--- src/rtl/core/ptp_pkg.sv ---
// shared types and constants of the palette text parser
package ptp_pkg;

   // parse phases
   localparam logic [2:0] PH_SIG   = 3'd0;
   localparam logic [2:0] PH_VER   = 3'd1;
   localparam logic [2:0] PH_COUNT = 3'd2;
   localparam logic [2:0] PH_COLOR = 3'd3;
   localparam logic [2:0] PH_DONE  = 3'd4;
   localparam logic [2:0] PH_HALT  = 3'd5;

   // number field phases
   localparam logic [1:0] FP_START  = 2'd0;
   localparam logic [1:0] FP_SIGN   = 2'd1;
   localparam logic [1:0] FP_DIGITS = 2'd2;

   // field number once the last field of a line has been closed
   localparam logic [1:0] FIELD_DONE = 2'd3;

   // result status codes
   localparam logic [2:0] ST_COLOR       = 3'd0;
   localparam logic [2:0] ST_HDR_READ    = 3'd1;
   localparam logic [2:0] ST_BAD_SIG     = 3'd2;
   localparam logic [2:0] ST_BAD_VER     = 3'd3;
   localparam logic [2:0] ST_BAD_COUNT   = 3'd4;
   localparam logic [2:0] ST_BAD_CHANNEL = 3'd5;

   // special characters
   localparam logic [7:0] CH_NUL   = 8'h00;
   localparam logic [7:0] CH_TAB   = 8'h09;
   localparam logic [7:0] CH_LF    = 8'h0A;
   localparam logic [7:0] CH_VT    = 8'h0B;
   localparam logic [7:0] CH_FF    = 8'h0C;
   localparam logic [7:0] CH_CR    = 8'h0D;
   localparam logic [7:0] CH_SPACE = 8'h20;
   localparam logic [7:0] CH_PLUS  = 8'h2B;
   localparam logic [7:0] CH_MINUS = 8'h2D;
   localparam logic [7:0] CH_ZERO  = 8'h30;
   localparam logic [7:0] CH_NINE  = 8'h39;
   localparam logic [7:0] CH_EOF   = 8'hFF;

   localparam int SIG_LEN = 8;
   localparam int VER_LEN = 4;
   localparam int CHANNEL_LIMIT = 255;

   // signature line text, first character at index 0
   localparam logic [7:0] SIG_TEXT [SIG_LEN] = '{
      8'h4A, 8'h41, 8'h53, 8'h43, 8'h2D, 8'h50, 8'h41, 8'h4C
   };

   // version line text
   localparam logic [7:0] VER_TEXT [VER_LEN] = '{8'h30, 8'h31, 8'h30, 8'h30};

   // one result beat
   typedef struct packed {
      logic [2:0] status;
      logic [7:0] color_index;
      logic [7:0] red;
      logic [7:0] green;
      logic [7:0] blue;
      logic       last_color;
   } rsp_type;

endpackage

--- src/rtl/core/palette_text_parser.sv ---
// palette text parser: byte stream in, one beat per color or error out
//
// channel  dir  tdata                         tuser                tlast
// req      in   [7:0] data_byte               [0] start_of_file    end_of_input
// rsp      out  [7:0] color_index [15:8] red  [2:0] status         last_color
//               [23:16] green [31:24] blue
// csr      -    none
//
// one byte beat per cycle sustained while the result is not stalled; a beat waits in the
// input register and its result, if any, loads into the result register when it drains
// the per-byte path is one compare set plus one multiply-by-ten add on the field
// reset is synchronous and active high; it clears the pipeline valids and parser state
// a stalled result holds the result register; the input register still takes a
// beat as long as it drains, so req_tready falls only when both stages are full
// and the result is stalled
module palette_text_parser #(
   parameter int MAX_LINE_CHARS = 15,
   parameter int MAX_COLORS     = 256
) (
   input  logic        clock,
   input  logic        reset,
   input  logic        req_tvalid,
   output logic        req_tready,
   input  logic [7:0]  req_tdata,   // [7:0] data_byte
   input  logic [0:0]  req_tuser,   // [0] start_of_file
   input  logic        req_tlast,   // end_of_input
   output logic        rsp_tvalid,
   input  logic        rsp_tready,
   output logic [31:0] rsp_tdata,   // [7:0] color_index, [15:8] red, [23:16] green, [31:24] blue
   output logic [2:0]  rsp_tuser,   // [2:0] status
   output logic        rsp_tlast    // last_color
);

   // line length counter holds up to the limit itself
   localparam int LW = $clog2(MAX_LINE_CHARS + 1);
   // color counters hold up to the declared count
   localparam int CW = $clog2(MAX_COLORS + 1);
   // field value width holds the larger of the count and channel limits
   localparam int FMAX = (MAX_COLORS > ptp_pkg::CHANNEL_LIMIT) ? MAX_COLORS
                                                               : ptp_pkg::CHANNEL_LIMIT;
   localparam int FVW = $clog2(FMAX + 1);
   // room for value * 10 + 9
   localparam int PW = FVW + 4;
   localparam int IXW = (CW > 8) ? CW : 8;

   // input register
   logic       in_valid_ff;
   logic [7:0] in_byte_ff;
   logic       in_eoi_ff;
   logic       in_sof_ff;

   // result register
   logic              rsp_valid_ff;
   ptp_pkg::rsp_type  rsp_ff;

   // parser state
   logic [2:0]     phase_ff,   phase_in;
   logic [LW-1:0]  len_ff,     len_in;
   logic           hdr_ff,     hdr_in;
   logic [1:0]     fnum_ff,    fnum_in;
   logic [1:0]     fph_ff,     fph_in;
   logic [FVW-1:0] fval_ff,    fval_in;
   logic           neg_ff,     neg_in;
   logic           ovf_ff,     ovf_in;
   logic           bad_ff,     bad_in;
   logic [7:0]     red_ff,     red_in;
   logic [7:0]     green_ff,   green_in;
   logic [CW-1:0]  expect_ff,  expect_in;
   logic [CW-1:0]  done_ff,    done_in;

   // state as seen by this beat, after a start of file
   logic [2:0]     w_phase;
   logic [LW-1:0]  w_len;
   logic           w_hdr;
   logic [1:0]     w_fnum;
   logic [1:0]     w_fph;
   logic [FVW-1:0] w_fval;
   logic           w_neg;
   logic           w_ovf;
   logic           w_bad;
   logic [7:0]     w_red;
   logic [7:0]     w_green;
   logic [CW-1:0]  w_expect;
   logic [CW-1:0]  w_done;

   logic             adv;
   logic             res_valid;
   ptp_pkg::rsp_type res;

   logic [7:0]     c;
   logic           is_digit;
   logic           is_blank;
   logic           is_sign;
   logic [3:0]     dval;
   logic [PW-1:0]  mul_src;
   logic [PW-1:0]  prod;
   logic [PW-1:0]  limit;
   logic           prod_ovf;
   logic           fld_ok;
   logic           do_char;
   logic           do_end;
   logic           do_fail;
   logic           go_start;
   logic           line_ok;
   logic [2:0]     fail_st;
   logic [IXW-1:0] done_ext;
   logic           is_last;

   // pipeline handshake: the input stage drains whenever the result slot is free
   assign adv        = in_valid_ff && (!rsp_valid_ff || rsp_tready);
   assign req_tready = !in_valid_ff || adv;

   always_ff @(posedge clock) begin
      if (reset) begin
         in_valid_ff <= 1'b0;
      end else if (req_tready) begin
         in_valid_ff <= req_tvalid;
      end
   end

   always_ff @(posedge clock) begin
      if (req_tready && req_tvalid) begin
         in_byte_ff <= req_tdata;
         in_eoi_ff  <= req_tlast;
         in_sof_ff  <= req_tuser[0];
      end
   end

   // start of file behaves like a reset in front of this byte
   always_comb begin
      if (in_sof_ff) begin
         w_phase  = ptp_pkg::PH_SIG;
         w_len    = '0;
         w_hdr    = 1'b1;
         w_fnum   = 2'd0;
         w_fph    = ptp_pkg::FP_START;
         w_fval   = '0;
         w_neg    = 1'b0;
         w_ovf    = 1'b0;
         w_bad    = 1'b0;
         w_red    = '0;
         w_green  = '0;
         w_expect = '0;
         w_done   = '0;
      end else begin
         w_phase  = phase_ff;
         w_len    = len_ff;
         w_hdr    = hdr_ff;
         w_fnum   = fnum_ff;
         w_fph    = fph_ff;
         w_fval   = fval_ff;
         w_neg    = neg_ff;
         w_ovf    = ovf_ff;
         w_bad    = bad_ff;
         w_red    = red_ff;
         w_green  = green_ff;
         w_expect = expect_ff;
         w_done   = done_ff;
      end
   end

   // character classes and the multiply-by-ten step
   assign c        = in_byte_ff;
   assign is_digit = (c >= ptp_pkg::CH_ZERO) && (c <= ptp_pkg::CH_NINE);
   assign is_blank = (c == ptp_pkg::CH_SPACE) || (c == ptp_pkg::CH_TAB) ||
                     (c == ptp_pkg::CH_VT) || (c == ptp_pkg::CH_FF);
   assign is_sign  = (c == ptp_pkg::CH_PLUS) || (c == ptp_pkg::CH_MINUS);
   assign dval     = c[3:0];
   // the multiply source is the field value only in the digit phase
   assign mul_src  = (w_fph == ptp_pkg::FP_DIGITS) ? PW'(w_fval) : '0;
   assign prod     = (mul_src << 3) + (mul_src << 1) + PW'(dval);
   assign limit    = (w_phase == ptp_pkg::PH_COUNT) ? PW'(MAX_COLORS)
                                                    : PW'(ptp_pkg::CHANNEL_LIMIT);
   assign prod_ovf = prod > limit;
   // strtol value accepted: no overflow, and minus only on zero
   assign fld_ok   = !w_ovf && !(w_neg && (w_fval != '0));
   assign done_ext = IXW'(w_done);
   assign is_last  = ({1'b0, w_done} + 1'b1) == {1'b0, w_expect};

   always_comb begin
      phase_in  = w_phase;
      len_in    = w_len;
      hdr_in    = w_hdr;
      fnum_in   = w_fnum;
      fph_in    = w_fph;
      fval_in   = w_fval;
      neg_in    = w_neg;
      ovf_in    = w_ovf;
      bad_in    = w_bad;
      red_in    = w_red;
      green_in  = w_green;
      expect_in = w_expect;
      done_in   = w_done;
      res_valid = 1'b0;
      res       = '0;
      do_char   = 1'b0;
      do_end    = 1'b0;
      do_fail   = 1'b0;
      go_start  = 1'b0;
      line_ok   = 1'b0;
      fail_st   = ptp_pkg::ST_HDR_READ;

      // byte classification; nothing moves once done or halted
      if (w_phase <= ptp_pkg::PH_COLOR) begin
         if (in_eoi_ff || (c == ptp_pkg::CH_LF) || (c == ptp_pkg::CH_EOF)) begin
            do_end = 1'b1;
         end else if (c == ptp_pkg::CH_CR) begin
            do_end = 1'b0;
         end else if (c == ptp_pkg::CH_NUL) begin
            do_fail = 1'b1;
            fail_st = (w_phase == ptp_pkg::PH_COLOR) ? ptp_pkg::ST_BAD_CHANNEL
                                                     : ptp_pkg::ST_HDR_READ;
         end else if (w_len >= LW'(MAX_LINE_CHARS)) begin
            // an over-long color line is cut here, a header line fails
            if (w_phase == ptp_pkg::PH_COLOR) begin
               do_end = 1'b1;
            end else begin
               do_fail = 1'b1;
               fail_st = ptp_pkg::ST_HDR_READ;
            end
         end else begin
            do_char = 1'b1;
         end
      end

      // ordinary character
      if (do_char) begin
         case (w_phase)
            ptp_pkg::PH_SIG: begin
               if ((w_len >= LW'(ptp_pkg::SIG_LEN)) ||
                   (ptp_pkg::SIG_TEXT[w_len[2:0]] != c)) begin
                  hdr_in = 1'b0;
               end
            end
            ptp_pkg::PH_VER: begin
               if ((w_len >= LW'(ptp_pkg::VER_LEN)) ||
                   (ptp_pkg::VER_TEXT[w_len[1:0]] != c)) begin
                  hdr_in = 1'b0;
               end
            end
            default: begin
               // number fields: count line has one, color line three
               if (!w_bad && (w_fnum != ptp_pkg::FIELD_DONE)) begin
                  if (w_fph == ptp_pkg::FP_DIGITS) begin
                     if (is_digit) begin
                        fval_in = prod_ovf ? FVW'(limit) : FVW'(prod);
                        ovf_in  = w_ovf || prod_ovf;
                     end else if (!fld_ok) begin
                        bad_in = 1'b1;
                     end else if (((w_phase == ptp_pkg::PH_COUNT) && (w_fnum == 2'd0)) ||
                                  ((w_phase == ptp_pkg::PH_COLOR) && (w_fnum == 2'd2))) begin
                        fnum_in = ptp_pkg::FIELD_DONE;
                     end else begin
                        if (w_fnum == 2'd0) begin
                           red_in = w_fval[7:0];
                        end else begin
                           green_in = w_fval[7:0];
                        end
                        fnum_in  = w_fnum + 2'd1;
                        fval_in  = '0;
                        neg_in   = 1'b0;
                        ovf_in   = 1'b0;
                        fph_in   = ptp_pkg::FP_START;
                        go_start = 1'b1;
                     end
                  end else begin
                     go_start = 1'b1;
                  end
                  if (go_start) begin
                     if ((fph_in == ptp_pkg::FP_START) && is_blank) begin
                        go_start = 1'b1;
                     end else if ((fph_in == ptp_pkg::FP_START) && is_sign) begin
                        neg_in = neg_in || (c == ptp_pkg::CH_MINUS);
                        fph_in = ptp_pkg::FP_SIGN;
                     end else if (is_digit) begin
                        fval_in = prod_ovf ? FVW'(limit) : FVW'(prod);
                        ovf_in  = ovf_in || prod_ovf;
                        fph_in  = ptp_pkg::FP_DIGITS;
                     end else begin
                        bad_in = 1'b1;
                     end
                  end
               end
            end
         endcase
         len_in = w_len + 1'b1;
      end

      // end of line: judge the line, then clear the line state
      if (do_end) begin
         case (w_phase)
            ptp_pkg::PH_SIG: begin
               if (w_hdr && (w_len == LW'(ptp_pkg::SIG_LEN))) begin
                  phase_in = ptp_pkg::PH_VER;
               end else begin
                  do_fail = 1'b1;
                  fail_st = ptp_pkg::ST_BAD_SIG;
               end
            end
            ptp_pkg::PH_VER: begin
               if (w_hdr && (w_len == LW'(ptp_pkg::VER_LEN))) begin
                  phase_in = ptp_pkg::PH_COUNT;
               end else begin
                  do_fail = 1'b1;
                  fail_st = ptp_pkg::ST_BAD_VER;
               end
            end
            ptp_pkg::PH_COUNT: begin
               line_ok = !w_bad && ((w_fnum == ptp_pkg::FIELD_DONE) ||
                         ((w_fnum == 2'd0) && (w_fph == ptp_pkg::FP_DIGITS) && fld_ok));
               if (line_ok && (w_fval != '0) && (PW'(w_fval) <= PW'(MAX_COLORS))) begin
                  expect_in = CW'(w_fval);
                  done_in   = '0;
                  phase_in  = ptp_pkg::PH_COLOR;
               end else begin
                  do_fail = 1'b1;
                  fail_st = ptp_pkg::ST_BAD_COUNT;
               end
            end
            default: begin
               line_ok = !w_bad && ((w_fnum == ptp_pkg::FIELD_DONE) ||
                         ((w_fnum == 2'd2) && (w_fph == ptp_pkg::FP_DIGITS) && fld_ok));
               if (line_ok) begin
                  res_valid       = 1'b1;
                  res.status      = ptp_pkg::ST_COLOR;
                  res.color_index = done_ext[7:0];
                  res.red         = w_red;
                  res.green       = w_green;
                  res.blue        = w_fval[7:0];
                  res.last_color  = is_last;
                  done_in         = w_done + 1'b1;
                  if (is_last) begin
                     phase_in = ptp_pkg::PH_DONE;
                  end
               end else begin
                  do_fail = 1'b1;
                  fail_st = ptp_pkg::ST_BAD_CHANNEL;
               end
            end
         endcase
         len_in  = '0;
         hdr_in  = 1'b1;
         fnum_in = 2'd0;
         fph_in  = ptp_pkg::FP_START;
         fval_in = '0;
         neg_in  = 1'b0;
         ovf_in  = 1'b0;
         bad_in  = 1'b0;
      end

      // any error: one error beat, then halt until start of file
      if (do_fail) begin
         phase_in  = ptp_pkg::PH_HALT;
         res_valid = 1'b1;
         res       = '0;
         res.status = fail_st;
         if (fail_st == ptp_pkg::ST_BAD_CHANNEL) begin
            res.color_index = done_ext[7:0];
         end
      end
   end

   // parser control state
   always_ff @(posedge clock) begin
      if (reset) begin
         phase_ff  <= ptp_pkg::PH_SIG;
         len_ff    <= '0;
         hdr_ff    <= 1'b1;
         fnum_ff   <= 2'd0;
         fph_ff    <= ptp_pkg::FP_START;
         fval_ff   <= '0;
         neg_ff    <= 1'b0;
         ovf_ff    <= 1'b0;
         bad_ff    <= 1'b0;
         red_ff    <= '0;
         green_ff  <= '0;
         expect_ff <= '0;
         done_ff   <= '0;
      end else if (adv) begin
         phase_ff  <= phase_in;
         len_ff    <= len_in;
         hdr_ff    <= hdr_in;
         fnum_ff   <= fnum_in;
         fph_ff    <= fph_in;
         fval_ff   <= fval_in;
         neg_ff    <= neg_in;
         ovf_ff    <= ovf_in;
         bad_ff    <= bad_in;
         red_ff    <= red_in;
         green_ff  <= green_in;
         expect_ff <= expect_in;
         done_ff   <= done_in;
      end
   end

   // result register: valid follows every drained beat, data loads only with a result; emptied when taken
   always_ff @(posedge clock) begin
      if (reset) begin
         rsp_valid_ff <= 1'b0;
      end else if (adv) begin
         rsp_valid_ff <= res_valid;
      end else if (rsp_tready) begin
         rsp_valid_ff <= 1'b0;
      end
   end

   always_ff @(posedge clock) begin
      if (adv && res_valid) begin
         rsp_ff <= res;
      end
   end

   assign rsp_tvalid = rsp_valid_ff;
   assign rsp_tdata  = {rsp_ff.blue, rsp_ff.green, rsp_ff.red, rsp_ff.color_index};
   assign rsp_tuser  = rsp_ff.status;
   assign rsp_tlast  = rsp_ff.last_color;

   // line length never passes the line limit
   a_len_bound: assert property (@(posedge clock) disable iff (reset)
      len_ff <= LW'(MAX_LINE_CHARS))
      else $error("line length beyond limit");

   // while colors are pending, fewer than the declared count are done
   a_done_below: assert property (@(posedge clock) disable iff (reset)
      (phase_ff == ptp_pkg::PH_COLOR) |-> (done_ff < expect_ff))
      else $error("color count passed declared count");

   // an error beat halts the parser
   a_err_halts: assert property (@(posedge clock) disable iff (reset)
      (adv && res_valid && (res.status != ptp_pkg::ST_COLOR)) |=>
      (phase_ff == ptp_pkg::PH_HALT))
      else $error("error beat without halt");

   // the last color and only it ends the palette
   a_last_done: assert property (@(posedge clock) disable iff (reset)
      (adv && res_valid && (res.status == ptp_pkg::ST_COLOR)) |=>
      ((phase_ff == ptp_pkg::PH_DONE) == $past(res.last_color)))
      else $error("last color and palette end disagree");

   // a channel value never exceeds a byte during color lines
   a_chan_bound: assert property (@(posedge clock) disable iff (reset)
      (phase_ff == ptp_pkg::PH_COLOR) |-> (PW'(fval_ff) <= PW'(ptp_pkg::CHANNEL_LIMIT)))
      else $error("channel value beyond limit");

endmodule

--- config.mk ---
export PLATFORM = sky130hd
export DESIGN_NAME = palette_text_parser
export DESIGN_NICKNAME = d
export VERILOG_FILES = /design/src/rtl/core/ptp_pkg.sv /design/src/rtl/core/palette_text_parser.sv
export SDC_FILE = /design/constraint.sdc
export NUM_CORES = 1
export LEC_CHECK = 0
export ABC_AREA = 1
export BUFFER_PORTS_ARGS = -buffer_cell sky130_fd_sc_hd__buf_4
export CORE_ASPECT_RATIO = 0.8
export CORE_UTILIZATION = 55
export DETAILED_ROUTE_END_ITERATION = 6
export GPL_ROUTABILITY_DRIVEN = 0
export HOLD_SLACK_MARGIN = 0.05
export PLACE_DENSITY = 0.76
export SYNTH_ARGS = -nofsm -noshare
export SYNTH_HDL_FRONTEND = slang
export SYNTH_SLANG_ARGS = --single-unit
--- constraint.sdc ---
create_clock -name clock -period 4.8 [get_ports clock]
set_input_delay 0.96 -clock clock [delete_from_list [all_inputs] [get_ports clock]]
set_output_delay 0.96 -clock clock [all_outputs]
set_load 0.01 [all_outputs]
# Word-level counts from Yosys, hierarchy flattened
# Memories as Yosys holds them, arrays and structs flattened.
# Index checks and enable logic that the tools add are counted.
# totals
regBits	106
rom_bits	64
input_bits	14
out_inout_bits	38
word_cells	304
mem_count	1
# mem_list
memory	words	word_bits	rd	rd_clocked_by_memory_dff	write_ports	line	source
(name not given)	8	8	1	0	0	palette_text_parser.sv:231	(ptp_pkg::SIG_TEXT[w_len[2:0]] != c)) begin
# op_classes
add_sub_neg	6
magnitude_cmp	10
eq_ne	22
muxes	186
bitwise_logic	4
n_reduce_logical	51
# ops
operator	count
$mux 9	24
$mux 8	23
$mux 33	3
$mux 1	83
$mux 3	18
$mux 2	25
$eq 8x4->1 const B	5
$mux 36	1
$eq 8x6->1 const B	3
$logic_and 1x1->1	21
$pmux 3 s3	2
$pmux 9 s2	1
$bmux 8 s2	1
$logic_or 1x1->1	16
$ne 8x8->1	2
$add 12x10->13	1
$add 13x4->13	1
$gt 13x9->1	1
$ge 4x4->1 const B	3
$mux 4	3
$add 9x1->10 const B	1
$eq 10x9->1	1
$add 9x1->9 const B	1
$le 9x9->1 const B	1
other kinds (29)	38

# Depth between registers and ports, before layout
# Gate-level depths: netlist (run 1).
# depth
depth_word	21
mapped_depth	28
depth_no_buf	27

# Worst setup path after synthesis (run 1)
# Ideal clock, no wire load.
# synth_path
path_kind	register -> register
start	reg in_sof_ff
end	reg fval_ff[0]
setup_time_ns	0.070
arrival_time_ns	4.002
required_time_ns	4.730
setup_slack_ns	0.727
path_stages_with_launch	28
path_buffers	2
synth_period_minus_slack_ns	4.073
path_cell_list	edfxtp_1 > buf_6 > inv_8 > nand2_4 > nor2_4 > inv_2 > buf_2 > nor2_1 > ha_1 > ha_1 > fa_1 > nand3_1 > nand3_1 > nand3_1 > nand3_1 > xor2_1 > inv_1 > ha_1 > nand4_1 > nor4b_1 > a21oi_1 > nor2_2 > nand2_2 > nand2_2 > nand3_1 > nand2_1 > nand2_1 > a21oi_1
# synth_via
elab_chain_cells	20
word_cells_on_any_way	75
cone_classes	add/sub (2); order compare (3); eq/ne (6); mux (48); reduce/logical (16)
# synth_lines
element	line	source
from (decl)	palette_text_parser.sv:50	logic in_sof_ff;
from (signal assigned)	palette_text_parser.sv:125	in_sof_ff <= req_tuser[0];
branches (longest 19 deep; another with $add 12x10->13)	-	
$mux 9 *	palette_text_parser.sv:290	if (do_end) begin
to (signal assigned)	palette_text_parser.sv:385	fval_ff <= fval_in;
to (decl)	palette_text_parser.sv:62	logic [FVW-1:0] fval_ff, fval_in;
# Every way passes the cells marked *. The select of a mux whose other input is x is not followed.
# A chain may end at the register's enable or synchronous reset.

# Final worst setup path (run 1)
# layout_path
start	reg in_sof_ff
end	reg fval_ff[3]
# The elaborated chain is that of the path after synthesis.

==> results of run 1 <==
area by class of cell:
| class | count | area share |
|---|---|---|
| Multi-Input combinational cell | 771 | 0.499 |
| Sequential cell | 106 | 0.323 |
| Timing Repair Buffer | 62 | 0.0581 |
| Inverter | 117 | 0.0558 |
| Clock buffer | 9 | 0.0281 |
| Tap cell | 171 | 0.0267 |
| Clock inverter | 7 | 0.00969 |
timing repair:
action	in CTS	in global routing
buffers inserted	0	3
gates resized for setup	0	5
endpoints found under the setup margin	0	10
how the worst max path moves through the flow:
stage / startpoint / to / slack, ns / cells past startpoint
6_report: in_sof_ff / fval_ff[3] / 0.36 / 25
2_1_floorplan: in_sof_ff / fval_ff[0] / 0.73 / 27
4_1_cts: in_sof_ff / fval_ff[3] / 0.11 / 25
3_3_place_gp: in_sof_ff / fval_ff[3] / 0.41 / 25
3_5_place_dp: in_sof_ff / fval_ff[7] / 0.16 / 25
5_1_grt: in_sof_ff / fval_ff[2] / -0.06 / 25
sequential cells by signal, summed over array words and instances, names as in the netlist, 2 cells and up:
register / flops
fnum_ff: 2
green_ff: 8
c: 8
len_ff: 4
expect_ff: 9
fval_ff: 9
phase_ff: 3
fph_ff: 2
rsp_tuser: 3
done_ff: 9
rsp_tdata: 32
red_ff: 8
placed cells by master, fill, tap and decap left out, drive strengths merged, types with 5 or more instances in the layout:
cell type and n:
nor3 10, xor2 10, a31oi 6, edfxtp 46
buf 62, nor2 134, nand4 19, dfxtp 60
ha 35, o21ai 57, inv 119, clkbuf 9
nand2 290, nand3 78, a21oi 108, nand3b 5
layer usage:
layer	vias up	share of wire	GRT usage
li1	3462	-	-
met4	0	0.016	0.0714
met1	3047	0.49	0.403
met3	25	0.072	0.0494
met5	-	0	0
met2	266	0.42	0.396
cells by family (layout without fill, tap and decap cells):
logic type      after synthesis  count (layout)
fa+ha+maj                    36              36
xor+xnor                     10              10
flops                       106             106
compound gates              185             185
buf+inv                     147             195
simple gates                540             540
metrics by stage:
step / instance area, sq um / total power [uW]
after detailed placement: 7650 / 1190
after CTS: 7960 / 1930
after floorplan: 7170 / 1130
final: 8010 / 1910
after global routing: 8010 / 1980
after global placement: 7650 / 1190
worst max-delay path, stage by stage, from the launching register on:
cell      delay (ns)
edfxtp_1        0.48
inv_8           0.14
nand2_4         0.07
nor2_4          0.14
inv_2           0.14
nor2_2          0.14
ha_1            0.24
ha_1            0.27
fa_1            0.43
nand3_1         0.09
nand3_1         0.14
nand3_1         0.11
nand3_1         0.14
xor2_2          0.20
inv_1           0.06
ha_1            0.31
nand4_1         0.14
nor4b_2         0.26
a21oi_1         0.11
nor2_4          0.20
nand2_2         0.11
nand2_4         0.12
nand3_1         0.08
nand2_1         0.07
nand2_1         0.05
a21oi_1         0.13
report_power, final:
group          internal (uW)  switching (uW)
registers                963            19.0
clock network            369             372
logic                   59.9             130
total                   1390             521
==> impl_metrics.py, run 1 <==
metrics = {
    "clocking": {
        "clock_sinks": 106,
        "clk_pin_slew_ns": 0.07,
        "worstSkewPairLatency_ns": 0.36,
        "cts_tree": "yes",
        "hold_buffers": 0,
        "cts_root_buffer": "clkbuf_16",
        "cts_buffers": 9,
        "cts_buffer_depth": 2,
        "cts_max_level": 3,
    },
    "synthesis": {
        "synth_enable_flop_cells": 46,
        "synth-simple-area-share": 0.338,
        "yosys.area_share.adder": 0.0639,
        "ys_ff_latch": 106,
        "synth_compound_area_frac": 0.139,
        "synth.most_common_cell": "nand2_1",
        "synth_mux_area_frac": 0,
        "synth_top_area_frac": 0.193,
        "synthCells": 1024,
        "synth-async-reset-ratio": 0,
        "synth_area_leaders": "edfxtp_1, dfxtp_1, nand2_1",
        "synth_flop_cell": "dfxtp_1",
        "synth_cell_types": 49,
        "ys_top_cells_by_count": "nand2_1, nor2_1, a21oi_1, inv_1, nand3_1",
        "synth_fp_nets": 1074,
        "seq_area_frac_synth": 0.360,
        "synth_top_family_by_area": "simple AND/OR/NAND/NOR gates",
        "syn-mean-instance-area_sq_um": 7.00,
        "synth-xor-area-share": 0.0122,
        "syn-cell-area_sq_um": 7170,
        "synth_warnings": 0,
        "yosys.area.top_type": "edfxtp_1",
    },
    "cells_and_area": {
        "fillers": 1177,
        "antenna_cells": 0,
        "fin_util": 0.644,
        "nNetsFinal": 1117,
        "regArea_sq_um": 2580,
        "multi_input_area_sq_um": 3990,
        "layout-drive-gt1-share": 0.123,
        "area_growth_pct": 11.7,
        "instances_no_fill": 1243,
    },
    "timing": {
        "max_slew_margin": 0.463,
        "slew_violations": 0,
        "setup_ws_ns": 0.360,
        "period_share": 0.925,
        "clock.fmax_ghz": 0.225,
        "worst_pin_slew_ns": 0.806,
        "period_needed_ns": 4.44,
        "hold_violations": 0,
        "setup-violations-final": 0,
        "worst_clock_skew_ns": 0.00696,
        "fin_setup_tns_ns": 0,
        "finalHoldWorstSlack_ns": 0.466,
    },
    "global_routing": {
        "grt_max_degree": 78,
        "grt_pass1_wl_um": 28900,
        "first_global_vias": 5904,
        "grt_overflow": 0,
        "antenna_found_initial": 0,
        "track_usage": 0.270,
    },
    "worst_hold_path": {
        "worstHoldPathType": "flip-flop to flip-flop",
        "worstHoldStart": "len_ff[0]",
        "hold_path_end": "len_ff[0]",
        "whs_path_depth": 2,
    },
    "floorplan": {
        "start_util": 0.576,
        "fp.dieArea_sq_um": 13500,
        "dieHeight_um": 104,
        "pin_count": 52,
        "die_w_um": 130,
        "num_rows": 36,
        "core_area_sq_um": 12400,
    },
    "routing": {
        "route.vias.total": 6800,
        "drt-wirelength-per-cell_um": 14.3,
        "wirelength_um": 17800,
        "firstDrtPassIters": 6,
        "drt_iter0_drc": 794,
        "drt-vias-per-instance": 5.47,
        "drc": 0,
        "drtAntennaViolNets": 0,
    },
    "placed_design": {
        "dp.cells": 1224,
        "dp_hpwl_um": 12600,
        "pre_cts_ws_ns": 0.164,
        "io_buffer_count": 51,
    },
    "critical_path": {
        "cp.required_ns": 5.08,
        "r2r_slack_ns": 0.36,
        "worstSetupPathType": "flip-flop to flip-flop",
        "critPathLaunchType": "flip-flop",
        "cp-end-kind": "flip-flop",
        "reg2reg_depth": 25,
        "crit-reg2reg-launch": "in_sof_ff",
        "arrival_ns": 4.72,
        "crit_path_max_fanout": 11,
        "worstReg2RegEnd": "fval_ff[3]",
    },
    "status": {
        "status": "complete, no violations",
    },
    "power": {
        "leakagePower_uw": 0.00365,
        "p_per_area_nw_per_um2": 239,
        "irDropWorstVdd_uv": 226,
    },
    "flow_run": {
        "cap_violations": 0,
    },
}
Note: power is estimated with default switching activity, not from simulation.
==> run 2: changes to the inputs <==
clock period = 5.25 ns   (was 4.8 ns; I/O delays follow)
==> run 2 against run 1 <==
  * Non-clock buffer count decreased by 3
  * Routed wire length fell by 0.67%
  * Flip-flop and latch count unchanged
  * Via count is 0.78% higher
  * Die area unchanged
  * Clock skew is 0.0013 ns higher
  * Sequential power fell by 8.6%
  * Maximum frequency is 3.1% lower
  * Hold slack improved by 0.0012 ns
  * First-iteration DRC count fell by 6.7%
  * Power decreased by 8.4%
  * Critical path type unchanged
  * Critical path depth is the same
==> impl_metrics.py, run 2 (synthesized netlist as in run 1, its figures left out) <==
metrics = {
    "routing": {
        "route.vias.total": 6853,
        "drt-wirelength-per-cell_um": 14.3,
        "wirelength_um": 17700,
        "drt_iter0_drc": 741,
        "drc": 0,
        "firstDrtPassIters": 5,
        "drt-vias-per-instance": 5.53,
        "drtAntennaViolNets": 0,
    },
    "critical_path": {
        "crit_top_cell": "nand3_1",
        "critPathMaxStageDelay_ns": 0.47,
        "reg2reg_depth": 25,
        "cp-end-kind": "flip-flop",
        "worstReg2RegEnd": "fval_ff[4]",
        "critical_path.slowest_cell": "edfxtp_1",
        "r2r_slack_ns": 0.67,
        "arrival_ns": 4.86,
        "crit_path_max_fanout": 23,
        "critPathLaunchType": "flip-flop",
        "crit-reg2reg-launch": "in_sof_ff",
        "worstSetupPathType": "flip-flop to flip-flop",
        "cp.required_ns": 5.53,
    },
    "power": {
        "comb_power_share": 0.100,
        "pwr-share-clk": 0.388,
        "power_uw": 1750,
        "leakagePower_uw": 0.00362,
        "irDropWorstVdd_uv": 210,
        "p_switching_uw": 478,
        "internal-power_uw": 1270,
        "seqPwrFrac": 0.512,
        "p_per_area_nw_per_um2": 220,
        "switching_share": 0.273,
    },
    "cells_and_area": {
        "nNetsFinal": 1114,
        "final_cell_mix": "nand2_1, nor2_1, a21oi_1",
        "antenna_cells": 0,
        "layout_commonest_cell": "nand2_1",
        "largest_register_ffs": 32,
        "area_growth_pct": 11.1,
        "layout-drive-gt1-share": 0.118,
    },
    "floorplan": {
        "fp.dieArea_sq_um": 13500,
        "start_util": 0.576,
        "pin_count": 52,
        "core_area_sq_um": 12400,
        "num_rows": 36,
        "die_w_um": 130,
        "dieHeight_um": 104,
    },
    "global_routing": {
        "grt_max_degree": 78,
        "first_global_vias": 5930,
        "use_met1": 0.415,
        "grt_pass1_wl_um": 29300,
        "grtUsageMet3": 0.0463,
        "antenna_found_initial": 0,
        "top_usage_layer": "met1",
        "met2_usage": 0.400,
        "track_usage": 0.274,
        "grt_overflow": 0,
    },
    "placed_design": {
        "io_buffer_count": 51,
        "dp_hpwl_um": 13000,
    },
    "timing": {
        "period_share": 0.873,
        "slew_violations": 0,
        "clock.fmax_ghz": 0.218,
        "worst_clock_skew_ns": 0.00824,
        "rsz0062_at_grt": "no",
        "max_slew_margin": 0.440,
        "hold_violations": 0,
        "fin_setup_tns_ns": 0,
        "worst_pin_slew_ns": 0.841,
        "period_needed_ns": 4.58,
        "setup-violations-final": 0,
    },
    "clocking": {
        "cts_max_level": 3,
        "clk_pin_slew_ns": 0.07,
        "cts_buffer_depth": 2,
        "clock_sinks": 106,
        "cts_tree": "yes",
        "hold_buffers": 0,
        "worstSkewPairLatency_ns": 0.36,
        "cts_buffers": 9,
        "post_cts_buffers": 0,
        "cts_root_buffer": "clkbuf_16",
        "ctsResizeCount": 0,
    },
    "status": {
        "status": "complete, no violations",
    },
    "worst_hold_path": {
        "worstHoldStart": "len_ff[0]",
        "hold_path_end": "len_ff[0]",
        "worstHoldPathType": "flip-flop to flip-flop",
        "whs_path_depth": 2,
    },
    "flow_run": {
        "cap_violations": 0,
    },
}
[run 2: changes by cell type in the layout (fill, tap and decap cells not counted), sizes merged]
| cell | change |
|---|---|
| buf | -3 |
[run 2: cell type report]
| cell class | instances | area (sq um) |
|---|---|---|
| clock buffer | 9 | 225 |
| tap | 171 | 214 |
| sequential | 106 | 2580 |
| inverter | 117 | 447 |
| fill | 1161 | 4470 |
| timing repair buffer | 59 | 443 |
| multi-input combinational | 771 | 3970 |
| clock inverter | 7 | 80.1 |
[run 2: layer usage]
metal	vias up	share of wire
met5	-	0
met4	0	0.012
met3	20	0.084
met2	292	0.43
met1	3074	0.48
li1	3467	-
[run 2: stage by stage]
stage | hold WS (ns) | worst slack, ns | util | instance area (sq um) | cells
after floorplan | 0.445 | 1.18 | - | 7170 | 1024
after global placement | 0.452 | 0.869 | 0.616 | 7650 | 1224
after detailed placement | 0.455 | 0.705 | 0.616 | 7650 | 1224
after CTS | 0.467 | 0.672 | 0.640 | 7960 | 1240
after global routing | 0.485 | 0.168 | 0.640 | 7960 | 1240
final | 0.467 | 0.668 | 0.640 | 7960 | 1240
[run 2: power groups by stage]
stage | sequential [uW] | clock, uW | combinational (uW)
after floorplan | 917 | 0 | 116
after global placement | 916 | 0 | 171
after detailed placement | 916 | 0 | 172
after CTS | 898 | 688 | 173
after global routing | 901 | 723 | 195
final | 898 | 680 | 175
[run 2: how the worst max path moves through the flow]
stage,start,endpoint,depth (start not counted)
6_report,in_sof_ff,fval_ff[4],25
2_1_floorplan,in_sof_ff,fval_ff[0],27
3_5_place_dp,in_sof_ff,fval_ff[4],25
4_1_cts,in_sof_ff,fval_ff[4],25
5_1_grt,in_sof_ff,fval_ff[3],25
3_3_place_gp,in_sof_ff,fval_ff[6],25
[run 2: critical path: cells and delay by family, from the launching register on]
family | cells | cell delay (ns)
and+or+nand+nor | 15 | 1.99
adders and majority gates | 4 | 1.24
DFF | 1 | 0.47
buffers and inverters | 3 | 0.38
AOI/OAI and AO/OA | 2 | 0.24
xor gates and xnor gates | 1 | 0.19
